## src/rtl/dbs_pkg.sv

```systemverilog
`default_nettype none
// ----------------------------------------------------------------------------
// dbs_pkg
// Shared types and codes for the deque/bag store.
// ----------------------------------------------------------------------------
package dbs_pkg;

   localparam int DEPTH_DEF       = 16;
   localparam int VALUE_WIDTH_DEF = 32;

   localparam int CMD_W      = 3;
   localparam int ERR_W      = 2;
   localparam int PORT_VAL_W = 32;

   localparam logic [CMD_W-1:0] CMD_PUSH_FRONT = 3'd0;
   localparam logic [CMD_W-1:0] CMD_PUSH_BACK  = 3'd1;
   localparam logic [CMD_W-1:0] CMD_POP_FRONT  = 3'd2;
   localparam logic [CMD_W-1:0] CMD_POP_BACK   = 3'd3;
   localparam logic [CMD_W-1:0] CMD_CONTAINS   = 3'd4;
   localparam logic [CMD_W-1:0] CMD_REMOVE     = 3'd5;

   localparam logic [ERR_W-1:0] ERR_OK    = 2'd0;
   localparam logic [ERR_W-1:0] ERR_FULL  = 2'd1;
   localparam logic [ERR_W-1:0] ERR_EMPTY = 2'd2;

   typedef enum logic [3:0] {
      ST_IDLE,
      ST_EXEC,
      ST_SCAN,
      ST_SHIFT_RD,
      ST_SHIFT_WR,
      ST_FRONT_RD,
      ST_BACK_RD,
      ST_CAPT,
      ST_DONE
   } dbs_state_type;

endpackage
`default_nettype wire

```

## src/rtl/deque_bag_store_core.sv

```systemverilog
`default_nettype none
// ----------------------------------------------------------------------------
// deque_bag_store_core
// Bounded double-ended queue with value search and remove-first-match.
//
//   channel | dir | beat contents (low bit first)
//   req     | in  | tdata: value[31:0]; tuser: cmd[2:0]
//   rsp     | out | tdata: front_value, back_value, count, found, error
//
// One item at a time through a single-port slot memory and one wrap adder.
// Push/pop/unused: EXEC, FRONT_RD, BACK_RD, CAPT, DONE; if empty, FRONT_RD to DONE.
// Contains, and remove with no match: the scan walks one slot a cycle to FRONT_RD.
// Remove at offset k: each later element is read, then written one slot forward.
// Synchronous reset empties the store at once; no clearing pass.
// A held result does not block the next accept; it stalls the next result.
// ----------------------------------------------------------------------------
module deque_bag_store_core #(
   parameter int DEPTH       = dbs_pkg::DEPTH_DEF,
   parameter int VALUE_WIDTH = dbs_pkg::VALUE_WIDTH_DEF,
   localparam int CW         = $clog2(DEPTH + 1),
   localparam int RSP_BITS   = 2 * dbs_pkg::PORT_VAL_W + CW + 1 + dbs_pkg::ERR_W,
   localparam int RSP_W      = ((RSP_BITS + 7) / 8) * 8
) (
   input  wire logic                            clock,
   input  wire logic                            reset,
   input  wire logic                            req_tvalid,
   output logic                                 req_tready,
   input  wire logic [dbs_pkg::PORT_VAL_W-1:0]  req_tdata,  // value
   input  wire logic [dbs_pkg::CMD_W-1:0]       req_tuser,  // cmd
   output logic                                 rsp_tvalid,
   input  wire logic                            rsp_tready,
   output logic [RSP_W-1:0]                     rsp_tdata   // front, back, count, found, error
);
   import dbs_pkg::*;

   localparam int AW = $clog2(DEPTH);

   logic [VALUE_WIDTH-1:0] slots_ff [DEPTH];
   logic [VALUE_WIDTH-1:0] rd_data_ff;

   dbs_state_type          state_ff, state_in;
   logic [AW-1:0]          head_ff, head_in;
   logic [CW-1:0]          count_ff, count_in;
   logic [CMD_W-1:0]       cmd_ff, cmd_in;
   logic [VALUE_WIDTH-1:0] val_ff, val_in;
   logic                   found_ff, found_in;
   logic [ERR_W-1:0]       err_ff, err_in;
   logic [CW-1:0]          ka_ff, ka_in;
   logic                   pend_ff, pend_in;
   logic [CW-1:0]          pend_k_ff, pend_k_in;
   logic [CW-1:0]          sk_ff, sk_in;
   logic [VALUE_WIDTH-1:0] front_ff, front_in;
   logic [VALUE_WIDTH-1:0] back_ff, back_in;
   logic                   rsp_valid_ff, rsp_valid_in;
   logic [RSP_W-1:0]       rsp_data_ff, rsp_data_in;

   logic [CW-1:0]          addr_k;
   logic [CW:0]            addr_sum;
   logic [CW:0]            addr_wrap;
   logic [AW-1:0]          mem_addr;
   logic                   mem_we;
   logic                   wr_shift;
   logic [VALUE_WIDTH-1:0] mem_wdata;
   logic                   full;
   logic                   empty;
   logic                   hit;

   // head + offset, modulo DEPTH
   assign addr_sum  = {1'b0, CW'(head_ff)} + {1'b0, addr_k};
   assign addr_wrap = (addr_sum >= (CW + 1)'(DEPTH)) ? addr_sum - (CW + 1)'(DEPTH) : addr_sum;
   assign mem_addr  = addr_wrap[AW-1:0];
   assign mem_wdata = wr_shift ? rd_data_ff : val_ff;

   assign full  = (count_ff == CW'(DEPTH));
   assign empty = (count_ff == '0);
   assign hit   = pend_ff && (rd_data_ff == val_ff);

   assign req_tready = (state_ff == ST_IDLE);
   assign rsp_tvalid = rsp_valid_ff;
   assign rsp_tdata  = rsp_data_ff;

   always_ff @(posedge clock) begin
      if (mem_we) begin
         slots_ff[mem_addr] <= mem_wdata;
      end
      rd_data_ff <= slots_ff[mem_addr];
   end

   always_ff @(posedge clock) begin
      if (reset) begin
         state_ff     <= ST_IDLE;
         head_ff      <= '0;
         count_ff     <= '0;
         rsp_valid_ff <= 1'b0;
      end else begin
         state_ff     <= state_in;
         head_ff      <= head_in;
         count_ff     <= count_in;
         rsp_valid_ff <= rsp_valid_in;
      end
   end

   always_ff @(posedge clock) begin
      cmd_ff      <= cmd_in;
      val_ff      <= val_in;
      found_ff    <= found_in;
      err_ff      <= err_in;
      ka_ff       <= ka_in;
      pend_ff     <= pend_in;
      pend_k_ff   <= pend_k_in;
      sk_ff       <= sk_in;
      front_ff    <= front_in;
      back_ff     <= back_in;
      rsp_data_ff <= rsp_data_in;
   end

   always_comb begin
      state_in     = state_ff;
      head_in      = head_ff;
      count_in     = count_ff;
      cmd_in       = cmd_ff;
      val_in       = val_ff;
      found_in     = found_ff;
      err_in       = err_ff;
      ka_in        = ka_ff;
      pend_in      = pend_ff;
      pend_k_in    = pend_k_ff;
      sk_in        = sk_ff;
      front_in     = front_ff;
      back_in      = back_ff;
      rsp_valid_in = rsp_valid_ff && !rsp_tready;
      rsp_data_in  = rsp_data_ff;
      addr_k       = '0;
      mem_we       = 1'b0;
      wr_shift     = 1'b0;

      case (state_ff)
         ST_IDLE: begin
            if (req_tvalid) begin
               cmd_in   = req_tuser;
               val_in   = VALUE_WIDTH'(req_tdata);
               found_in = 1'b0;
               err_in   = ERR_OK;
               ka_in    = '0;
               pend_in  = 1'b0;
               state_in = ST_EXEC;
            end
         end
         ST_EXEC: begin
            state_in = ST_FRONT_RD;
            case (cmd_ff)
               CMD_PUSH_FRONT: begin
                  addr_k = CW'(DEPTH - 1);
                  if (full) begin
                     err_in = ERR_FULL;
                  end else begin
                     mem_we   = 1'b1;
                     head_in  = mem_addr;
                     count_in = count_ff + CW'(1);
                  end
               end
               CMD_PUSH_BACK: begin
                  addr_k = count_ff;
                  if (full) begin
                     err_in = ERR_FULL;
                  end else begin
                     mem_we   = 1'b1;
                     count_in = count_ff + CW'(1);
                  end
               end
               CMD_POP_FRONT: begin
                  addr_k = CW'(1);
                  if (empty) begin
                     err_in = ERR_EMPTY;
                  end else begin
                     head_in  = mem_addr;
                     count_in = count_ff - CW'(1);
                  end
               end
               CMD_POP_BACK: begin
                  if (empty) begin
                     err_in = ERR_EMPTY;
                  end else begin
                     count_in = count_ff - CW'(1);
                  end
               end
               CMD_CONTAINS, CMD_REMOVE: begin
                  state_in = ST_SCAN;
               end
               default: begin
                  state_in = ST_FRONT_RD;
               end
            endcase
         end
         ST_SCAN: begin
            // read issued, then compared in the next cycle
            addr_k = ka_ff;
            if (hit) begin
               found_in = 1'b1;
               if (cmd_ff == CMD_REMOVE) begin
                  sk_in    = pend_k_ff;
                  state_in = ST_SHIFT_RD;
               end else begin
                  state_in = ST_FRONT_RD;
               end
            end else if (ka_ff >= count_ff) begin
               state_in = ST_FRONT_RD;
            end else begin
               pend_in   = 1'b1;
               pend_k_in = ka_ff;
               ka_in     = ka_ff + CW'(1);
            end
         end
         ST_SHIFT_RD: begin
            addr_k = sk_ff + CW'(1);
            if ((sk_ff + CW'(1)) < count_ff) begin
               state_in = ST_SHIFT_WR;
            end else begin
               count_in = count_ff - CW'(1);
               state_in = ST_FRONT_RD;
            end
         end
         ST_SHIFT_WR: begin
            addr_k   = sk_ff;
            mem_we   = 1'b1;
            wr_shift = 1'b1;
            sk_in    = sk_ff + CW'(1);
            state_in = ST_SHIFT_RD;
         end
         ST_FRONT_RD: begin
            addr_k = '0;
            if (empty) begin
               front_in = '0;
               back_in  = '0;
               state_in = ST_DONE;
            end else begin
               state_in = ST_BACK_RD;
            end
         end
         ST_BACK_RD: begin
            addr_k   = count_ff - CW'(1);
            front_in = rd_data_ff;
            state_in = ST_CAPT;
         end
         ST_CAPT: begin
            back_in  = rd_data_ff;
            state_in = ST_DONE;
         end
         ST_DONE: begin
            if (!rsp_valid_ff || rsp_tready) begin
               rsp_valid_in = 1'b1;
               rsp_data_in  = RSP_W'({err_ff, found_ff, count_ff,
                                      PORT_VAL_W'(back_ff), PORT_VAL_W'(front_ff)});
               state_in     = ST_IDLE;
            end
         end
         default: begin
            state_in = ST_IDLE;
         end
      endcase
   end

endmodule
`default_nettype wire

```

## config.mk

```make
export PLATFORM = sky130hd
export DESIGN_NAME = deque_bag_store_core
export DESIGN_NICKNAME = d
export VERILOG_FILES = /design/src/rtl/dbs_pkg.sv /design/src/rtl/deque_bag_store_core.sv
export SDC_FILE = /design/constraint.sdc
export NUM_CORES = 1
export LEC_CHECK = 0
export BUFFER_PORTS_ARGS = -buffer_cell sky130_fd_sc_hd__buf_4
export CAP_MARGIN = 20
export CORE_MARGIN = 4
export CORE_UTILIZATION = 40
export DETAILED_ROUTE_END_ITERATION = 12
export PLACE_DENSITY = 0.56
export SYNTH_ARGS = -nofsm -noshare
export SYNTH_HDL_FRONTEND = slang
export SYNTH_SLANG_ARGS = --single-unit
```

## constraint.sdc

```tcl
create_clock -name clock -period 10.2 [get_ports clock]
set_clock_uncertainty 0.1 [all_clocks]
set_input_delay 0.51 -clock clock [delete_from_list [all_inputs] [get_ports clock]]
set_output_delay 0.51 -clock clock [all_outputs]
set_load 0.05 [all_outputs]
```

; After elaboration in Yosys (flattened, before gate mapping)
; Memory sizes are Yosys's and may differ from the RTL's. A register that Yosys moved wholly into a read port is not among the register bits.
; Index checks and enable logic that the tools add are counted.
[classes]
addsub = 6
mul = 0
div_mod_pow = 0
magnitude_cmp = 3
n_eq_ne = 31
shifts = 0
muxes = 50
bitwise_logic = 2
reduce_logical = 30
[ops]
columns = op, n
row1 = one-hot mux 32 bit (2 select lines), 2
row2 = 2-to-1 mux 32 bit, 2
row3 = 2-to-1 mux 5 bit, 8
row4 = one-hot mux 5 bit (2 select lines), 4
row5 = one-hot mux 4 bit (9 select lines), 1
row6 = == test 32 bit, 1
row7 = 2-to-1 mux 4 bit, 8
row8 = one-hot mux 5 bit (5 select lines), 1
row9 = "!= test 2 bit, second input constant", 10
row10 = "!= test 3 bit, second input constant", 6
row11 = "== test 4 x 3 -> 1 bit, second input constant", 4
row12 = "adder 5 x 1 -> 5 bit, second input constant", 3
row13 = one-hot mux 5 bit (3 select lines), 1
row14 = nonzero test 2 bit, 7
row15 = 2-to-1 mux 1 bit, 12
row16 = AND reduction 3 bit, 4
row17 = AND reduction 5 bit, 2
row18 = "== test 4 x 2 -> 1 bit, second input constant", 2
row19 = one-hot mux 2 bit (2 select lines), 2
row20 = one-hot mux 4 bit (2 select lines), 1
row21 = AND reduction 2 bit, 4
row22 = AND reduction 4 bit, 2
row23 = adder 4 x 5 -> 6 bit, 1
row24 = "== test 3 x 2 -> 1 bit, second input constant", 2
row25 = other kinds (21), 32
[word_totals]
register_bits = 204
latchBits = 0
mem_bits_rw = 512
romBits = 0
inputBits = 39
output_inout_bits = 74
wordCells = 138
n_memories = 1
[mem_list]
columns = memory, words, width, read_ports, rd_clocked_by_memory_dff, write_ports, line
row1 = slots_ff, 16, 32, 1, 1, 1, deque_bag_store_core.sv:38  ; logic [VALUE_WIDTH-1:0] slots_ff [DEPTH];

; Depth between registers and ports, before layout
[logic_depth]
depth_word = 8
ltp_mapped = 14

; Least setup slack after synthesis
; No wires, ideal clock.
[synth_timing]
path_kind = register to register
from = reg state_ff[2]
to = mem slots_ff[13][0] in the netlist's numbering (enable)
setup_time_ps = 502
arrival_time_ps = 6052
required_ps = 9598
path_slack_ps = 3546
path_stages_with_launch = 14
path_buffers = 5
period_less_slack_ps = 6654
cell_sequence = dfxtp_1 buf_2 or2_2 or2_2 clkbuf_1 clkinv_1 a221oi_1 o21ai_0 ha_1 fa_1 clkbuf_1 clkbuf_1 clkbuf_1 nor4_1
[synth_between]
elab_chain_len = 5
[synth_rtl]
columns = item, line
row1 = "start, declared", deque_bag_store_core.sv:41  ; dbs_state_type state_ff, state_in;
row2 = "start signal, assigned", deque_bag_store_core.sv:96  ; state_ff <= state_in;
row3 = == test 4 x 3 -> 1 bit (tied with other cells), deque_bag_store_core.sv:137  ; case (state_ff)
row4 = one-hot mux 5 bit (5 select lines) *, deque_bag_store_core.sv:137
row5 = adder 4 x 5 -> 6 bit *, deque_bag_store_core.sv:69  ; assign addr_sum = {1'b0, CW'(head_ff)} + {1'b0, addr_k};
row6 = named net addr_sum[1], deque_bag_store_core.sv:58  ; logic [CW:0] addr_sum;
row7 = greater-or-equal comparator 6 x 5 -> 1 bit / subtractor 4 x 1 -> 4 bit (equally long branches), deque_bag_store_core.sv:70  ; assign addr_wrap = (addr_sum >= (CW + 1)'(DEPTH)) ? addr_sum - (CW + 1)'(DEPTH) : addr_sum;
row8 = 2-to-1 mux 4 bit *, deque_bag_store_core.sv:70
row9 = "end, declared", deque_bag_store_core.sv:38
; The timed path passes the listed nets; every way through them passes the cells marked *.

; Worst setup path in the final report
[layout_timing]
from = reg state_ff[3]
to = reg rd_data_ff[3] (read register of slots_ff)
[layout_between]
elab_chain_len = 5
[layout_rtl]
columns = item, line
row1 = == test 4 x 3 -> 1 bit (tied with other cells), deque_bag_store_core.sv:137
row2 = one-hot mux 5 bit (5 select lines) *, deque_bag_store_core.sv:137
row3 = adder 4 x 5 -> 6 bit *, deque_bag_store_core.sv:69
row4 = named net addr_sum[1], deque_bag_store_core.sv:58
row5 = greater-or-equal comparator 6 x 5 -> 1 bit / subtractor 4 x 1 -> 4 bit (equally long branches), deque_bag_store_core.sv:70
row6 = 2-to-1 mux 4 bit *, deque_bag_store_core.sv:70
row7 = "end, declared", deque_bag_store_core.sv:39  ; logic [VALUE_WIDTH-1:0] rd_data_ff;
; Marks and branches as above.
; A chain may end at the register's enable or synchronous reset.

==> results.md <==
- The count of placed standard cells in the final layout, fillers left out is 2681.
- The floorplan step set the die width to 276 um.
- From synthesis to final layout, the design area changed by 17.4%.
- For hold timing, the worst endpoint is count_ff[2].
- In this run the count of I/O pins placed on the die edge is 113.
- The CTS tree is built.
- The run finished with clean final reports.
- The signal on the critical path passes through nand2b_1 -> nand2b_2 -> a21oi_1 -> a221oi_1 -> o21ai_0 -> ha_4 -> fa_4 -> buf_4 -> buf_4 -> mux4_2 -> mux2i_1 -> mux2i_1.
- The worst hold path begins at reset.
- Setup repair after global routing left no endpoint under its margin.
- The count of nets left with antenna violations once routing finished came out at 0.
- After the last flow step, the layout net total stands at 1721.
- The gate count after technology mapping is 1472.
- The terminus of the critical flop-to-flop path is rd_data_ff[3].
- Entering global routing, the biggest net connects 103 pins.
- Counting flops with an async set or reset pin after synthesis yields a share of 0%.
- The area taken by flip-flops and latches is 22000 sq um.
- The worst setup path category is reg2reg.
- After layout, the worst path uses 61.9% of the clock period.
- The worst-case setup margin in the final layout is 3.89 ns.
- The final-layout fill cell count is 5995.
- Detailed placement ended at an HPWL of 38800 um.
- The data arrival time of the critical path is 6.67 ns.
- The die outline height is 276 um.
- Summed over all failing endpoints, the final setup total negative slack is 0 ns.
- At the end of routability-driven placement, the weighted congestion stood at 0.795.
- On the worst path, the slowest cell contributes a delay of 1.24 ns.
- The share of synthesized area in the top cell type comes to 73.3%.
- The class of the worst hold path is in2reg.
- The max-cap violation count is 0.
- Counting flops and latches in the post-synthesis netlist gives 748.
- The overall via count from detail_route is 14000.
- The dominant cell type by area after synthesis is sky130_fd_sc_hd__edfxtp_1.
- The level count of the clock H-tree is 3.
- Global routing used 16.8% of the available tracks across all layers.
- The multi-input combinational cells in the finished layout cover a total of 6620 sq um.
- The post-route netlist has 24.5% of its cells at a drive strength greater than 1.
- The highest net fanout along the worst path is 56.
- The routed design could run at a clock period as short as 6.31 ns.
- Buffers added to address setup during post-CTS repair amount to 0.
- The number of gates resized after CTS was 0.
- The total power is 7380 uW.
- Input and output buffers added on the ports amount to 112.
- The number of buffers on the longest clock path is 3.
- Summed over all layers, the global routing overflow is 0.
- The detailed router finished its first iteration with 1196 violations.
- The post-synthesis instance area is 28800 sq um.
- For this block, the routed nets add up to 64400 um of wire.
- The dominant synthesized flop cell is sky130_fd_sc_hd__edfxtp_1.
- The max-slew violation count is 0.
- Counting tap cells, the placed design contains a total of 2500 instances.
- The number of antenna violations at the first check in global routing is 2.
- The clock sink count is 748.
- The DRC violations left is 0.
- For this run, the detailed router's first-pass iteration total came to 5.
- The total number of placement rows is 98.
- The worst-case IR drop observed on VDD is 111 uV.
- The final hold violation count came to 0.
- The relative slew slack is 28.6%.
- The power density over cell area is 219 nW/um^2.
- Yosys attributes the largest share of cell area to sky130_fd_sc_hd__edfxtp_1 73%, sky130_fd_sc_hd__mux4_2 10%, sky130_fd_sc_hd__mux2i_1 3.4%, sky130_fd_sc_hd__dfxtp_1 3.2%, sky130_fd_sc_hd__nand2_1 1.6%.
- The number of synthesis warnings is 0.
- The core region area is 71400 sq um.
- The routed length per placed instance is 24.0 um.
- Clock-pin slew was measured on the worst setup and hold paths at 0.06 ns.
- The tree is rooted in a sky130_fd_sc_hd__clkbuf_16.
- The maximum clock rate is 0.159 GHz.
- The element type at the critical path end is a flip-flop.
- For the worst setup path, the data required time is 10.56 ns.
- Sequential cells were found to cover 76.5% of the synthesized design area.
- The number of enable-type register cells in the synthesized netlist is 702.
- Summed over all cells, the static leakage comes to 0.0110 uW.
- The setup-violating endpoint count in the final report is 0.
- The area of the die is 76300 sq um.
- The hold-fix buffer count after cts is 35.
- OpenSTA, run right after detailed placement, puts the worst setup slack at 3.81 ns.
- Dividing the detail-routed via count by the number of cells gives 5.24.
- The first global-routing pass estimated 95400 um of wire.
- The synthesized netlist net count is 1529.
- The register-to-register path setup slack is 3.89 ns.
- The startpoint of the lowest-slack register-to-register path is state_ff[3].
- The depth of the worst register-to-register path is 12.
- At the pin with the least slew margin, the transition time is 1.06 ns.
- The standard cell with the maximum stage delay on the critical path is sky130_fd_sc_hd__fa_4.
- STA classifies the critical path startpoint as a flip-flop.
- Once the floorplan was initialized, standard cells occupied 40.3% of the core.
- The distinct cell type count after synthesis is 60.
- The worst hold path was traced through 2 stages.
- In this run the mean area of a mapped cell was 19.5 sq um.
- At the later pin of the worst-skew pair, clock insertion delay measures 0.61 ns.
- Buffers inserted during clock tree synthesis total 76.
- The via count of the first global-routing pass is 14300.
==> synthesized netlist by cell type (all sizes together) (3+ instances only) <==
library cell / number
edfxtp: 702
mux4: 128
nand2: 124
mux2i: 99
and2: 66
dfxtp: 46
clkbuf: 41
xor2: 35
nor2: 25
buf: 24
nor3: 21
nor4: 21
ha: 17
a21oi: 12
inv: 12
o21ai: 12
xnor2: 12
nand3: 11
nand2b: 9
nor2b: 5
nand3b: 3
nand4: 3
nor4bb: 3
or2: 3
==> layer usage <==
metal / track usage (%) / share of wire (%) / vias to the layer above
li1: - / - / 6229
met1: 24.7 / 46 / 7297
met2: 25.1 / 45 / 428
met3: 3.63 / 6.6 / 85
met4: 5.50 / 2.4 / 0
met5: 0 / 0 / -
==> worst max path at each step <==
stage | cells after the start | start | endpoint | slack (ns)
floorplan | 13 | state_ff[2] | slots_ff[13][0] | 3.55
global placement | 12 | state_ff[3] | rd_data_ff[0] | 3.93
detailed placement | 12 | state_ff[3] | rd_data_ff[3] | 3.81
CTS | 12 | state_ff[3] | rd_data_ff[3] | 3.84
global route | 12 | state_ff[3] | rd_data_ff[16] | 3.51
finish | 12 | state_ff[3] | rd_data_ff[3] | 3.89
==> cells in the final DEF (no fill, tap or decap), types with 4 or more instances in the layout <==
cell / instances
sky130_fd_sc_hd__ha_1: 16
sky130_fd_sc_hd__nor3_2: 10
sky130_fd_sc_hd__o21ai_0: 11
sky130_fd_sc_hd__mux2i_1: 99
sky130_fd_sc_hd__xor2_1: 33
sky130_fd_sc_hd__nand2b_1: 8
sky130_fd_sc_hd__clkinv_2: 13
sky130_fd_sc_hd__clkbuf_16: 78
sky130_fd_sc_hd__edfxtp_1: 702
sky130_fd_sc_hd__dlygate4sd3_1: 35
sky130_fd_sc_hd__a21oi_1: 11
sky130_fd_sc_hd__nor2b_1: 4
sky130_fd_sc_hd__inv_1: 11
sky130_fd_sc_hd__xnor2_1: 11
sky130_fd_sc_hd__nor3_1: 11
sky130_fd_sc_hd__nor4_2: 8
sky130_fd_sc_hd__clkbuf_1: 19
sky130_fd_sc_hd__inv_6: 5
sky130_fd_sc_hd__nor4_1: 13
sky130_fd_sc_hd__bufinv_16: 7
sky130_fd_sc_hd__nor2_1: 22
sky130_fd_sc_hd__diode_2: 4
sky130_fd_sc_hd__mux4_2: 128
sky130_fd_sc_hd__buf_4: 142
sky130_fd_sc_hd__clkinv_1: 12
sky130_fd_sc_hd__and2_1: 66
sky130_fd_sc_hd__dfxtp_1: 46
sky130_fd_sc_hd__nand3_1: 10
sky130_fd_sc_hd__nand2_1: 124
sky130_fd_sc_hd__clkinvlp_4: 5
==> sequential cells by signal, indices dropped and copies added, names as in the netlist, 5 cells and up <==
signal,count
rd_data_ff,32
val_ff,32
slots_ff,512
back_ff,32
ka_ff,5
count_ff,5
rsp_tdata,72
front_ff,32
sk_ff,5
pend_k_ff,5
==> critical path: cells and delay by family (launching register included) <==
kind | cells | cell delay (ns)
buf+inv | 2 | 1.44
flops | 1 | 0.49
simple gates | 2 | 1.24
mux | 3 | 0.65
compound gates | 3 | 0.58
fa+ha+maj | 2 | 1.45
==> where the power goes <==
group          leakage (uW)  switching, uW  total (uW)  internal, uW
clock network       0.00119           1140        2740          1600
logic               0.00320            574         920           346
registers           0.00658            148        3720          3570
total                0.0110           1870        7380          5520
==> cell type report <==
type                       count  share of cell area [%]
antenna                        4                  0.0296
clock buffer                  98                    6.03
clock inverter                43                    1.25
inverter                      13                   0.144
multi-input combinational    646                    19.6
sequential                   748                    65.1
tap                          950                    3.52
timing repair buffer         179                    4.30
==> logic make-up (layout without fill, tap and decap cells) <==
family | count (synthesis) | after routing | share of synthesized area (%)
flip-flops | 748 | 748 | 76.5
AND/OR/NAND/NOR | 304 | 304 | 5.36
multiplexers | 229 | 229 | 13.5
buffers and inverters | 78 | 333 | 1.20
AO/OA/AOI/OAI | 48 | 48 | 1.18
XOR/XNOR | 47 | 47 | 1.46
adder cells (fa/ha/maj) | 18 | 18 | 0.809
other | 0 | 4 | 0
==> metrics by stage <==
stage	area [sq um]	util, %	hold slack (ns)
after floorplan	28800	-	0.300
after global placement	30900	43.4	0.305
after detailed placement	30900	43.4	0.305
after CTS	33700	47.3	0.0656
after global routing	33800	47.3	0.0972
final	33800	47.3	0.102
No activity file was read; power rests on OpenSTA's default activity.
